===== config.mk =====
export PLATFORM = sky130hd
export DESIGN_NAME = i2c_master_register_access_top
export DESIGN_NICKNAME = d
export VERILOG_FILES = /design/src/rtl/imra_pkg.sv /design/src/rtl/imra_front.sv /design/src/rtl/imra_seq.sv /design/src/rtl/imra_rsp_q.sv /design/src/rtl/i2c_master_register_access_top.sv
export SDC_FILE = /design/constraint.sdc
export NUM_CORES = 1
export LEC_CHECK = 0
export BUFFER_PORTS_ARGS = -buffer_cell sky130_fd_sc_hd__buf_4
export CORE_AREA = 4 4 134 187
export DETAILED_ROUTE_END_ITERATION = 8
export DIE_AREA = 0 0 138 191
export PLACE_DENSITY = 0.79
export SLEW_MARGIN = 20
export SYNTH_ARGS = -nofsm -noshare
export SYNTH_HDL_FRONTEND = slang
export SYNTH_SLANG_ARGS = --single-unit

===== constraint.sdc =====
create_clock -name clock -period 4.1 [get_ports clock]
set_input_delay 0.615 -clock clock [delete_from_list [all_inputs] [get_ports clock]]
set_output_delay 0.615 -clock clock [all_outputs]
set_load 0.01 [all_outputs]

===== src/rtl/imra_pkg.sv =====
// ----------------------------------------------------------------------------
// imra_pkg
// Shared types and constants of the I2C master register access block.
// ----------------------------------------------------------------------------
package imra_pkg;

   // write buffer sizing
   localparam int WRITE_DEPTH = 16;
   localparam int WriteIdxW   = (WRITE_DEPTH > 1) ? $clog2(WRITE_DEPTH) : 1;
   localparam int FillW       = $clog2(WRITE_DEPTH + 1);
   localparam logic [FillW-1:0] WriteDepthFill = FillW'(WRITE_DEPTH);
   localparam logic [8:0]       WriteDepthCnt  = 9'(WRITE_DEPTH);

   // timeout register
   localparam logic [2:0] AckTimeoutReset = 3'd5;

   // input op codes
   localparam logic [1:0] OP_TICK  = 2'd0;
   localparam logic [1:0] OP_BEGIN = 2'd1;
   localparam logic [1:0] OP_LOAD  = 2'd2;

   // status codes
   localparam logic [1:0] STATUS_OK      = 2'd0;
   localparam logic [1:0] STATUS_NACK    = 2'd1;
   localparam logic [1:0] STATUS_TOO_LONG = 2'd2;

   typedef enum logic [1:0] {
      CMD_TICK,
      CMD_BEGIN,
      CMD_LOAD,
      CMD_IGNORE
   } cmd_type;

   typedef enum logic [2:0] {
      PH_IDLE,
      PH_START,
      PH_SEND,
      PH_ACK,
      PH_RECV,
      PH_MACK,
      PH_STOP
   } phase_type;

   typedef enum logic [1:0] {
      KIND_ADDR_W,
      KIND_REG,
      KIND_DATA,
      KIND_ADDR_R
   } kind_type;

   typedef struct packed {
      logic [1:0] op;
      logic       sda_in;
      logic       is_read;
      logic [6:0] dev_addr;
      logic [7:0] reg_addr;
      logic [7:0] byte_count;
      logic [7:0] data_byte;
   } req_type;

   typedef struct packed {
      logic       scl_out;
      logic       sda_out;
      logic       busy_res;
      logic       rx_valid;
      logic [7:0] rx_byte;
      logic       done_res;
      logic [1:0] status;
   } rsp_type;

   // classified word passed from front to sequencer
   typedef struct packed {
      cmd_type    cmd;
      logic       sda_in;
      logic       is_read;
      logic [6:0] dev_addr;
      logic [7:0] reg_addr;
      logic [7:0] byte_count;
      logic [7:0] data_byte;
   } cmd_word_type;

   // handshake between command queue and sequencer
   typedef struct packed {
      logic valid;
      logic take;
   } cq_ctrl_type;

endpackage


===== src/rtl/imra_front.sv =====
// ----------------------------------------------------------------------------
// imra_front
// Accepts request words, classifies the op and holds them in a
// two-entry command queue for the sequencer.
// ----------------------------------------------------------------------------
module imra_front (
   input  logic                   clock,
   input  logic                   reset,
   input  logic                   push,
   output logic                   full,
   input  imra_pkg::req_type      req_data,
   output logic                   cq_valid,
   input  logic                   cq_take,
   output imra_pkg::cmd_word_type cq_word
);

   imra_pkg::cmd_word_type slot_ff [2];
   imra_pkg::cmd_word_type word_in;
   logic       wr_ptr_ff, rd_ptr_ff;
   logic [1:0] count_ff, count_in;
   logic       wr_en, rd_en;

   // classify the incoming word
   always_comb begin
      word_in.sda_in     = req_data.sda_in;
      word_in.is_read    = req_data.is_read;
      word_in.dev_addr   = req_data.dev_addr;
      word_in.reg_addr   = req_data.reg_addr;
      word_in.byte_count = req_data.byte_count;
      word_in.data_byte  = req_data.data_byte;
      case (req_data.op)
         imra_pkg::OP_TICK:  word_in.cmd = imra_pkg::CMD_TICK;
         imra_pkg::OP_BEGIN: word_in.cmd = imra_pkg::CMD_BEGIN;
         imra_pkg::OP_LOAD:  word_in.cmd = imra_pkg::CMD_LOAD;
         default:            word_in.cmd = imra_pkg::CMD_IGNORE;
      endcase
   end

   assign full     = (count_ff == 2'd2);
   assign cq_valid = (count_ff != 2'd0);
   assign cq_word  = slot_ff[rd_ptr_ff];
   assign wr_en    = push && !full;
   assign rd_en    = cq_take && cq_valid;

   always_comb begin
      count_in = count_ff;
      if (wr_en && !rd_en) begin
         count_in = count_ff + 2'd1;
      end else if (rd_en && !wr_en) begin
         count_in = count_ff - 2'd1;
      end
   end

   // queue pointers and count
   always_ff @(posedge clock) begin
      if (reset) begin
         wr_ptr_ff <= 1'b0;
         rd_ptr_ff <= 1'b0;
         count_ff  <= 2'd0;
      end else begin
         if (wr_en) wr_ptr_ff <= ~wr_ptr_ff;
         if (rd_en) rd_ptr_ff <= ~rd_ptr_ff;
         count_ff <= count_in;
      end
   end

   // queue storage
   always_ff @(posedge clock) begin
      if (wr_en) begin
         slot_ff[wr_ptr_ff] <= word_in;
      end
   end

   queue_bound_a: assert property (@(posedge clock) disable iff (reset)
      count_ff <= 2'd2)
      else $error("command queue over depth");
   queue_take_a: assert property (@(posedge clock) disable iff (reset)
      (rd_en && !wr_en) |=> (count_ff == $past(count_ff) - 2'd1))
      else $error("command queue count lost a take");
   queue_full_a: assert property (@(posedge clock) disable iff (reset)
      (count_ff == 2'd2 && !rd_en) |=> (count_ff == 2'd2))
      else $error("command queue accepted while full");

endmodule


===== src/rtl/imra_seq.sv =====
// ----------------------------------------------------------------------------
// imra_seq
// Bus sequencer: one classified word per cycle while the result queue has room;
// drives the SCL/SDA levels, keeps the write buffer, builds one result word.
// ----------------------------------------------------------------------------
module imra_seq (
   input  logic                   clock,
   input  logic                   reset,
   input  logic                   csr_wr_en,
   input  logic [2:0]             csr_wr_data,
   input  logic                   cq_valid,
   output logic                   cq_take,
   input  imra_pkg::cmd_word_type cq_word,
   input  logic                   rq_full,
   output logic                   rq_push,
   output imra_pkg::rsp_type      rq_word
);

   localparam int IdxW = imra_pkg::WriteIdxW;

   imra_pkg::phase_type phase_ff, phase_in;
   imra_pkg::kind_type  kind_ff, kind_in;
   logic [2:0] tick_ff, tick_in;
   logic [3:0] bit_idx_ff, bit_idx_in;
   logic [7:0] shift_ff, shift_in;
   logic [7:0] bytes_done_ff, bytes_done_in;
   logic [2:0] ack_wait_ff, ack_wait_in;
   logic [imra_pkg::FillW-1:0] fill_ff, fill_in;
   logic       rq_read_ff, rq_read_in;
   logic [6:0] rq_dev_ff, rq_dev_in;
   logic [7:0] rq_reg_ff, rq_reg_in;
   logic [7:0] rq_count_ff, rq_count_in;
   logic       scl_ff, scl_in;
   logic       sda_ff, sda_in_lvl;
   logic [1:0] err_ff, err_in;
   logic [2:0] ack_timeout_ff;

   logic [7:0] wbuf_ff [imra_pkg::WRITE_DEPTH];
   logic            wbuf_we;
   logic [IdxW-1:0] wbuf_rd_idx;
   logic [7:0]      wbuf_rd;

   logic       fire;
   logic [7:0] bd_inc;
   logic [2:0] ack_inc;
   logic [2:0] ack_lim;
   logic [7:0] rx_shift;
   logic       rx_valid, done;
   logic [1:0] status;

   assign fire    = cq_valid && !rq_full;
   assign cq_take = fire;
   assign rq_push = fire;

   assign bd_inc   = bytes_done_ff + 8'd1;
   assign ack_inc  = ack_wait_ff + 3'd1;
   assign ack_lim  = (ack_timeout_ff == 3'd0) ? 3'd1 : ack_timeout_ff;
   assign rx_shift = {shift_ff[6:0], cq_word.sda_in};

   // one buffer read port: next data byte after the register or a data byte
   assign wbuf_rd_idx = (kind_ff == imra_pkg::KIND_DATA) ? bd_inc[IdxW-1:0]
                                                       : bytes_done_ff[IdxW-1:0];
   assign wbuf_rd     = wbuf_ff[wbuf_rd_idx];

   // next state and result word
   always_comb begin
      phase_in      = phase_ff;
      kind_in       = kind_ff;
      tick_in       = tick_ff;
      bit_idx_in    = bit_idx_ff;
      shift_in      = shift_ff;
      bytes_done_in = bytes_done_ff;
      ack_wait_in   = ack_wait_ff;
      fill_in       = fill_ff;
      rq_read_in    = rq_read_ff;
      rq_dev_in     = rq_dev_ff;
      rq_reg_in     = rq_reg_ff;
      rq_count_in   = rq_count_ff;
      scl_in        = scl_ff;
      sda_in_lvl    = sda_ff;
      err_in        = err_ff;
      wbuf_we       = 1'b0;
      rx_valid      = 1'b0;
      done          = 1'b0;
      status        = imra_pkg::STATUS_OK;

      case (cq_word.cmd)
         imra_pkg::CMD_BEGIN: begin
            if (phase_ff == imra_pkg::PH_IDLE) begin
               fill_in = '0;
               if (!cq_word.is_read && ({1'b0, cq_word.byte_count} >
                                        imra_pkg::WriteDepthCnt)) begin
                  done   = 1'b1;
                  status = imra_pkg::STATUS_TOO_LONG;
               end else begin
                  rq_read_in    = cq_word.is_read;
                  rq_dev_in     = cq_word.dev_addr;
                  rq_reg_in     = cq_word.reg_addr;
                  rq_count_in   = cq_word.byte_count;
                  bytes_done_in = 8'd0;
                  ack_wait_in   = 3'd0;
                  err_in        = imra_pkg::STATUS_OK;
                  kind_in       = imra_pkg::KIND_ADDR_W;
                  phase_in      = imra_pkg::PH_START;
                  tick_in       = 3'd0;
               end
            end
         end
         imra_pkg::CMD_LOAD: begin
            if (phase_ff == imra_pkg::PH_IDLE && fill_ff < imra_pkg::WriteDepthFill) begin
               wbuf_we = 1'b1;
               fill_in = fill_ff + 1'b1;
            end
         end
         imra_pkg::CMD_TICK: begin
            case (phase_ff)
               imra_pkg::PH_START: begin
                  if (tick_ff <= 3'd1) sda_in_lvl = 1'b1;
                  else if (tick_ff == 3'd2) scl_in = 1'b1;
                  else if (tick_ff == 3'd3) sda_in_lvl = 1'b0;
                  else scl_in = 1'b0;
                  if (tick_ff >= 3'd4) begin
                     // address byte, read bit only after repeated start
                     shift_in   = {rq_dev_ff, (kind_ff == imra_pkg::KIND_ADDR_R)};
                     bit_idx_in = 4'd0;
                     tick_in    = 3'd0;
                     phase_in   = imra_pkg::PH_SEND;
                  end else begin
                     tick_in = tick_ff + 3'd1;
                  end
               end
               imra_pkg::PH_SEND: begin
                  if (tick_ff <= 3'd1) scl_in = 1'b0;
                  else if (tick_ff == 3'd2) sda_in_lvl = shift_ff[7];
                  else if (tick_ff >= 3'd4) scl_in = 1'b1;
                  if (tick_ff >= 3'd4) begin
                     shift_in   = {shift_ff[6:0], 1'b0};
                     bit_idx_in = bit_idx_ff + 4'd1;
                     tick_in    = 3'd0;
                     if (bit_idx_in >= 4'd8) begin
                        phase_in    = imra_pkg::PH_ACK;
                        ack_wait_in = 3'd0;
                     end
                  end else begin
                     tick_in = tick_ff + 3'd1;
                  end
               end
               imra_pkg::PH_ACK: begin
                  if (tick_ff == 3'd0) begin
                     scl_in  = 1'b0;
                     tick_in = 3'd1;
                  end else if (tick_ff == 3'd1) begin
                     sda_in_lvl = 1'b1;
                     tick_in    = 3'd2;
                  end else if (tick_ff == 3'd2) begin
                     scl_in = 1'b1;
                     // only the first address acknowledge is checked
                     if (kind_ff == imra_pkg::KIND_ADDR_W && cq_word.sda_in) begin
                        ack_wait_in = ack_inc;
                        if (ack_inc >= ack_lim || ack_inc == 3'd0) begin
                           err_in   = imra_pkg::STATUS_NACK;
                           phase_in = imra_pkg::PH_STOP;
                           tick_in  = 3'd0;
                        end
                     end else begin
                        tick_in = 3'd3;
                     end
                  end else begin
                     scl_in = 1'b0;
                     case (kind_ff)
                        imra_pkg::KIND_ADDR_W: begin
                           kind_in    = imra_pkg::KIND_REG;
                           shift_in   = rq_reg_ff;
                           bit_idx_in = 4'd0;
                           tick_in    = 3'd0;
                           phase_in   = imra_pkg::PH_SEND;
                        end
                        imra_pkg::KIND_REG: begin
                           if (rq_read_ff) begin
                              kind_in  = imra_pkg::KIND_ADDR_R;
                              phase_in = imra_pkg::PH_START;
                              tick_in  = 3'd0;
                           end else if (bytes_done_ff < rq_count_ff) begin
                              kind_in    = imra_pkg::KIND_DATA;
                              shift_in   = wbuf_rd;
                              bit_idx_in = 4'd0;
                              tick_in    = 3'd0;
                              phase_in   = imra_pkg::PH_SEND;
                           end else begin
                              phase_in = imra_pkg::PH_STOP;
                              tick_in  = 3'd0;
                           end
                        end
                        imra_pkg::KIND_DATA: begin
                           bytes_done_in = bd_inc;
                           if (bd_inc < rq_count_ff) begin
                              shift_in   = wbuf_rd;
                              bit_idx_in = 4'd0;
                              tick_in    = 3'd0;
                              phase_in   = imra_pkg::PH_SEND;
                           end else begin
                              phase_in = imra_pkg::PH_STOP;
                              tick_in  = 3'd0;
                           end
                        end
                        default: begin
                           // read address acknowledged
                           if (rq_count_ff == 8'd0) begin
                              phase_in = imra_pkg::PH_STOP;
                              tick_in  = 3'd0;
                           end else begin
                              phase_in   = imra_pkg::PH_RECV;
                              shift_in   = 8'd0;
                              bit_idx_in = 4'd0;
                              tick_in    = 3'd0;
                           end
                        end
                     endcase
                  end
               end
               imra_pkg::PH_RECV: begin
                  if (tick_ff == 3'd0) begin
                     scl_in     = 1'b0;
                     sda_in_lvl = 1'b1;
                     tick_in    = 3'd1;
                  end else if (tick_ff == 3'd1) begin
                     tick_in = 3'd2;
                  end else begin
                     scl_in     = 1'b1;
                     shift_in   = rx_shift;
                     bit_idx_in = bit_idx_ff + 4'd1;
                     tick_in    = 3'd0;
                     if (bit_idx_in >= 4'd8) begin
                        rx_valid      = 1'b1;
                        bytes_done_in = bd_inc;
                        phase_in      = imra_pkg::PH_MACK;
                     end
                  end
               end
               imra_pkg::PH_MACK: begin
                  if (tick_ff == 3'd0) begin
                     scl_in     = 1'b0;
                     sda_in_lvl = !(bytes_done_ff < rq_count_ff);
                     tick_in    = 3'd1;
                  end else if (tick_ff == 3'd1) begin
                     scl_in  = 1'b1;
                     tick_in = 3'd2;
                  end else begin
                     scl_in = 1'b0;
                     if (bytes_done_ff < rq_count_ff) begin
                        phase_in   = imra_pkg::PH_RECV;
                        shift_in   = 8'd0;
                        bit_idx_in = 4'd0;
                        tick_in    = 3'd0;
                     end else begin
                        phase_in = imra_pkg::PH_STOP;
                        tick_in  = 3'd0;
                     end
                  end
               end
               imra_pkg::PH_STOP: begin
                  if (tick_ff <= 3'd1) scl_in = 1'b0;
                  else if (tick_ff == 3'd2) sda_in_lvl = 1'b0;
                  else if (tick_ff == 3'd3) scl_in = 1'b1;
                  else sda_in_lvl = 1'b1;
                  if (tick_ff >= 3'd4) begin
                     done     = 1'b1;
                     status   = err_ff;
                     phase_in = imra_pkg::PH_IDLE;
                     tick_in  = 3'd0;
                  end else begin
                     tick_in = tick_ff + 3'd1;
                  end
               end
               imra_pkg::PH_IDLE: begin
               end
               default: begin
                  phase_in = imra_pkg::PH_IDLE;
               end
            endcase
         end
         default: begin
         end
      endcase

      rq_word.scl_out  = scl_in;
      rq_word.sda_out  = sda_in_lvl;
      rq_word.busy_res = (phase_in != imra_pkg::PH_IDLE);
      rq_word.rx_valid = rx_valid;
      rq_word.rx_byte  = rx_valid ? shift_in : 8'd0;
      rq_word.done_res = done;
      rq_word.status   = status;
   end

   // sequencer state
   always_ff @(posedge clock) begin
      if (reset) begin
         phase_ff      <= imra_pkg::PH_IDLE;
         kind_ff       <= imra_pkg::KIND_ADDR_W;
         tick_ff       <= 3'd0;
         bit_idx_ff    <= 4'd0;
         shift_ff      <= 8'd0;
         bytes_done_ff <= 8'd0;
         ack_wait_ff   <= 3'd0;
         fill_ff       <= '0;
         rq_read_ff    <= 1'b0;
         rq_dev_ff     <= 7'd0;
         rq_reg_ff     <= 8'd0;
         rq_count_ff   <= 8'd0;
         scl_ff        <= 1'b1;
         sda_ff        <= 1'b1;
         err_ff        <= imra_pkg::STATUS_OK;
      end else if (fire) begin
         phase_ff      <= phase_in;
         kind_ff       <= kind_in;
         tick_ff       <= tick_in;
         bit_idx_ff    <= bit_idx_in;
         shift_ff      <= shift_in;
         bytes_done_ff <= bytes_done_in;
         ack_wait_ff   <= ack_wait_in;
         fill_ff       <= fill_in;
         rq_read_ff    <= rq_read_in;
         rq_dev_ff     <= rq_dev_in;
         rq_reg_ff     <= rq_reg_in;
         rq_count_ff   <= rq_count_in;
         scl_ff        <= scl_in;
         sda_ff        <= sda_in_lvl;
         err_ff        <= err_in;
      end
   end

   // timeout register
   always_ff @(posedge clock) begin
      if (reset) begin
         ack_timeout_ff <= imra_pkg::AckTimeoutReset;
      end else if (csr_wr_en) begin
         ack_timeout_ff <= csr_wr_data;
      end
   end

   // write buffer, no reset
   always_ff @(posedge clock) begin
      if (fire && wbuf_we) begin
         wbuf_ff[fill_ff[IdxW-1:0]] <= cq_word.data_byte;
      end
   end

   bit_idx_a: assert property (@(posedge clock) disable iff (reset)
      bit_idx_ff <= 4'd8)
      else $error("bit index ran past a byte");
   fill_busy_a: assert property (@(posedge clock) disable iff (reset)
      (phase_ff != imra_pkg::PH_IDLE) |=> (fill_ff == $past(fill_ff)))
      else $error("write buffer filled during a transaction");
   rx_phase_a: assert property (@(posedge clock) disable iff (reset)
      (fire && rx_valid) |-> (phase_ff == imra_pkg::PH_RECV && phase_in == imra_pkg::PH_MACK))
      else $error("received byte outside receive phase");
   done_idle_a: assert property (@(posedge clock) disable iff (reset)
      (fire && done) |=> (phase_ff == imra_pkg::PH_IDLE))
      else $error("done reported with transaction still running");

endmodule


===== src/rtl/imra_rsp_q.sv =====
// ----------------------------------------------------------------------------
// imra_rsp_q
// Two-entry result queue between the sequencer and the response port.
// ----------------------------------------------------------------------------
module imra_rsp_q (
   input  logic              clock,
   input  logic              reset,
   input  logic              wr_push,
   output logic              wr_full,
   input  imra_pkg::rsp_type wr_word,
   output logic              empty,
   input  logic              pop,
   output imra_pkg::rsp_type rsp_data
);

   imra_pkg::rsp_type slot_ff [2];
   logic       wr_ptr_ff, rd_ptr_ff;
   logic [1:0] count_ff, count_in;
   logic       wr_en, rd_en;

   assign wr_full  = (count_ff == 2'd2);
   assign empty    = (count_ff == 2'd0);
   assign rsp_data = slot_ff[rd_ptr_ff];
   assign wr_en    = wr_push && !wr_full;
   assign rd_en    = pop && !empty;

   always_comb begin
      count_in = count_ff;
      if (wr_en && !rd_en) begin
         count_in = count_ff + 2'd1;
      end else if (rd_en && !wr_en) begin
         count_in = count_ff - 2'd1;
      end
   end

   // pointers and count
   always_ff @(posedge clock) begin
      if (reset) begin
         wr_ptr_ff <= 1'b0;
         rd_ptr_ff <= 1'b0;
         count_ff  <= 2'd0;
      end else begin
         if (wr_en) wr_ptr_ff <= ~wr_ptr_ff;
         if (rd_en) rd_ptr_ff <= ~rd_ptr_ff;
         count_ff <= count_in;
      end
   end

   // storage
   always_ff @(posedge clock) begin
      if (wr_en) begin
         slot_ff[wr_ptr_ff] <= wr_word;
      end
   end

   rsp_bound_a: assert property (@(posedge clock) disable iff (reset)
      count_ff <= 2'd2)
      else $error("result queue over depth");
   rsp_keep_a: assert property (@(posedge clock) disable iff (reset)
      (!empty && !rd_en) |=> (rsp_data == $past(rsp_data)))
      else $error("waiting result word changed");
   rsp_ptr_a: assert property (@(posedge clock) disable iff (reset)
      (count_ff == 2'd0 || count_ff == 2'd2) |-> (wr_ptr_ff == rd_ptr_ff))
      else $error("result queue pointers out of step");

endmodule


===== src/rtl/i2c_master_register_access_top.sv =====
// ----------------------------------------------------------------------------
// i2c_master_register_access_top
// I2C master stepped by tick words; writes or reads a run of bytes at one
// register of a target device.
//
//   port group     direction  handshake            payload
//   req_data       in         push / full          imra_pkg::req_type
//   rsp_data       out        empty / pop          imra_pkg::rsp_type
//   csr_wr_data    in         csr_wr_en            ack_timeout, 3 bits
//
// Every accepted word gives exactly one result word. The sequencer takes one
// word per cycle while the result queue has room, so the sustained rate is one
// word per cycle; a result passes through the command queue and the result queue
// registers on its way to rsp_data. Reset clears both queues and the sequencer
// and loads ack_timeout with 5; the write buffer is not cleared. A stalled
// result side fills the result queue, then the command queue, then raises full.
// ----------------------------------------------------------------------------
module i2c_master_register_access_top (
   input  logic              clock,
   input  logic              reset,
   input  logic              push,
   output logic              full,
   input  imra_pkg::req_type req_data,
   output logic              empty,
   input  logic              pop,
   output imra_pkg::rsp_type rsp_data,
   input  logic              csr_wr_en,
   input  logic [2:0]        csr_wr_data
);

   imra_pkg::cq_ctrl_type  cq_ctrl;
   imra_pkg::cmd_word_type cq_word;
   imra_pkg::rsp_type      rq_word;
   logic                   rq_push, rq_full;

   // front: accept and classify
   imra_front u_front (
      .clock    (clock),
      .reset    (reset),
      .push     (push),
      .full     (full),
      .req_data (req_data),
      .cq_valid (cq_ctrl.valid),
      .cq_take  (cq_ctrl.take),
      .cq_word  (cq_word)
   );

   // back: bus sequencer
   imra_seq u_seq (
      .clock       (clock),
      .reset       (reset),
      .csr_wr_en   (csr_wr_en),
      .csr_wr_data (csr_wr_data),
      .cq_valid    (cq_ctrl.valid),
      .cq_take     (cq_ctrl.take),
      .cq_word     (cq_word),
      .rq_full     (rq_full),
      .rq_push     (rq_push),
      .rq_word     (rq_word)
   );

   // result queue
   imra_rsp_q u_rsp_q (
      .clock    (clock),
      .reset    (reset),
      .wr_push  (rq_push),
      .wr_full  (rq_full),
      .wr_word  (rq_word),
      .empty    (empty),
      .pop      (pop),
      .rsp_data (rsp_data)
   );

endmodule


==> results.toml <==
[min_path]
min_path_type = "in -> reg"

[placed_design]
placed_area_um2 = 15100
port_buffers = 59
place_congestion = 0.974
hpwl_mm = 24.1

[outcome]
status = "complete, no violations"

[routing]
drtAntennaViolNets = 0
first_pass_iters = 6
finalWirelength_mm = 34.2
dr_total_vias = 9856
wire_per_inst_um = 21.7
viasPerCell = 6.27
drt_iter0_drc = 880
remaining_drc_errors = 0

[final_layout]
fin_nets = 1319
layout-drive-gt1-share = 0.176
stdcell_area_um2 = 16100
diodes = 0
area_delta_synth_final_pct = 13.0

[clock_tree]
cts_setup_buffers = 0
cts_resized = 0
clk_latency_ns = 0.55
max-clock-path-buffers = 3
cts.sinks = 304
cts_hold_buffers = 0
cts.clk_slew.worst_paths_ns = 0.07
cts_made_buffers = 28
cts_tree = "built"
ctsHtreeMaxLevel = 1
clockRootBuffer = "clkbuf_16"

[sta]
setup_violations = 0
drv_slew = 0
final-hold-violation-count = 0
min_period_over_period = 0.867
fmax_mhz = 281
max_slew.worst_pin.slew_ns = 1.03
finClkSkew_ns = 0.0107
slew_headroom = 0.313
fin_tns_setup_ns = 0
rsz0062_at_grt = "no"
layout_min_cycle_time_ns = 3.56

[grt]
grt-ovfl-total = 0
grt_pass1_wl_mm = 54.0
grtUsageTotal = 0.258
grt_max_degree = 67
grt_pass1_vias = 9871
antenna_found_initial = 0

[pwr]
power_frac_clock = 0.300
p_sw_mw = 2.73
powerDensity_nw_per_um2 = 555
seqPwrFrac = 0.456
vdd_ir_drop_max_v = 0.000463
combinationalPowerShare = 0.244
intPower_mw = 6.19
swShare = 0.306
power.leakage_nw = 5.59

[floorplanning]
ios = 60
std_cell_rows = 66
start_util = 0.611
dieArea_um2 = 26400
die_y_um = 191
die_x_um = 138
coreArea_um2 = 23300

[worst_setup_path]
cp-end-kind = "register"
worstPathArrival_ns = 3.89
crit_type = "reg -> reg"
crit_path_max_fanout = 11
cp.required_ns = 4.43
start_kind = "register"

[synth]
synthCells = 1178
avgSynthCellArea_um2 = 12.1
ys_warn_count = 0
yosysSeqAreaShare = 0.588
synth_edf_count = 228
synth.top_cells.by_area = "edfxtp_1, dfxtp_1, mux2i_1"
synth_area_um2 = 14200
synth-seq-cells = 304
synth_cell_types = 76
synthArstFlopShare = 0
synth_nets = 1253
synth_area_leader_cell = "edfxtp_1"
yosysTopAreaCellShare = 0.481
synthFlopType = "edfxtp_1"

[job]
maxCapViolations = 0
-- cells by family (layout without fill, tap and decap cells) --
group / count (synthesis) / in the layout / synth area share
AND/OR/NAND/NOR: 325 / 325 / 0.105
multiplexers: 111 / 111 / 0.102
buffers and inverters: 106 / 194 / 0.0309
AO/OA/AOI/OAI: 276 / 276 / 0.131
flip-flops: 304 / 304 / 0.588
XOR/XNOR: 24 / 24 / 0.0158
adder cells (fa/ha/maj): 32 / 32 / 0.0281
-- routing by layer --
layer	vias to the layer above	track usage	routed length, um
li1	4597	-	-
met1	4791	0.303	12900
met2	370	0.468	17700
met3	98	0.0313	1740
met4	0	0.129	1860
met5	-	0	0
-- registers in the layout (all words and copies together) (netlist names), 5 cells and up, named ones only --
signal / cells
u_seq.shift_ff: 8
u_seq.rq_dev_ff: 7
u_seq.wbuf_ff: 128
u_seq.bytes_done_ff: 8
u_seq.rq_reg_ff: 8
u_front.slot_ff: 70
u_seq.fill_ff: 5
u_rsp_q.slot_ff: 30
u_seq.rq_count_ff: 8
-- cell usage after synthesis, types with 10 or more instances --
master / instances
a21o_1: 10
nor3_1: 27
nand2_1: 87
nand3_1: 30
ha_1: 32
a211oi_1: 39
clkbuf_1: 46
edfxtp_1: 228
o211ai_1: 11
dfxtp_1: 76
nand2b_1: 15
mux2i_1: 59
inv_1: 35
nor2_1: 115
buf_2: 12
a21oi_1: 69
a31oi_1: 11
xor2_1: 13
o21ai_0: 43
mux4_2: 24
o22ai_1: 11
mux2_2: 27
-- path summary, 6_finish.rpt --
kind / start / slack [ns] / to / depth (start not counted)
worst max-delay path: u_seq.bytes_done_ff[2]$_SDFFE_PP0P_ / 0.54 / u_rsp_q.slot_ff[1][5]$_DFFE_PP_ / 13
worst min-delay path: req_data[13] / 0.25 / u_front.slot_ff[0][13]$_DFFE_PP_ / 1
worst max register to register: u_seq.bytes_done_ff[2]$_SDFFE_PP0P_ / 0.54 / u_rsp_q.slot_ff[1][5]$_DFFE_PP_ / 13
worst min register to register: u_seq.ack_timeout_ff[0]$_SDFFE_PP1P_ / 0.47 / u_seq.ack_timeout_ff[0]$_SDFFE_PP1P_ / 2
-- stage by stage --
| step | util | std cells | hold slack [ns] | setup slack, ns | total power [mW] |
|---|---|---|---|---|---|
| CTS | 0.691 | 1572 | 0.230 | 0.586 | 8.96 |
| global placement | 0.649 | 1520 | 0.447 | 0.712 | 6.23 |
| finish | 0.691 | 1572 | 0.252 | 0.544 | 8.92 |
| floorplan | - | 1178 | 0.435 | 1.04 | 5.49 |
| detailed placement | 0.649 | 1520 | 0.455 | 0.630 | 6.30 |
| global route | 0.691 | 1572 | 0.233 | 0.316 | 9.34 |
-- cell usage in the layout, fill, tap and decap left out, drive strengths merged, types with 7 or more instances in the layout --
cell type / n
edfxtp: 228
nor2: 116
buf: 105
nand2: 87
dfxtp: 76
a21oi: 69
mux2i: 59
o21ai: 47
a211oi: 40
inv: 39
clkbuf: 34
ha: 32
nand3: 31
mux2: 28
nor3: 27
mux4: 24
nand2b: 15
xor2: 14
o22ai: 11
o211ai: 11
a31oi: 11
clkinv: 11
a21o: 10
nor2b: 10
xnor2: 10
and2: 8
o21a: 8
nand4: 7
a22oi: 7
-- final cells by class --
cell class                 instances  area [um2]
clock buffer                      34         796
clock inverter                    18         169
fill                            1656        7200
inverter                          37         139
multi-input combinational        768        5440
sequential                       304        8370
tap                              306         383
timing repair buffer             105         788
-- worst max-delay path: stages (launching register included) --
cell and delay (ns):
dfxtp_1 0.50, nand3_2 0.18, inv_1 0.08, nand3_1 0.16, nor2_1 0.19, xor2_1 0.21
ha_1 0.28, and4_1 0.21, o41ai_1 0.08, o21ai_0 0.23, o22a_1 0.38, nor4_1 0.36
o221ai_1 0.20, a31oi_1 0.28
-- power groups by stage --
stage / sequential [mW] / combinational (mW) / clock (mW)
after floorplan: 3.99 / 1.49 / 0
after CTS: 4.07 / 2.18 / 2.72
after detailed placement: 4.13 / 2.17 / 0
final: 4.07 / 2.18 / 2.68
after global routing: 4.10 / 2.39 / 2.85
after global placement: 4.11 / 2.12 / 0
(Power assumes the default switching activity.)
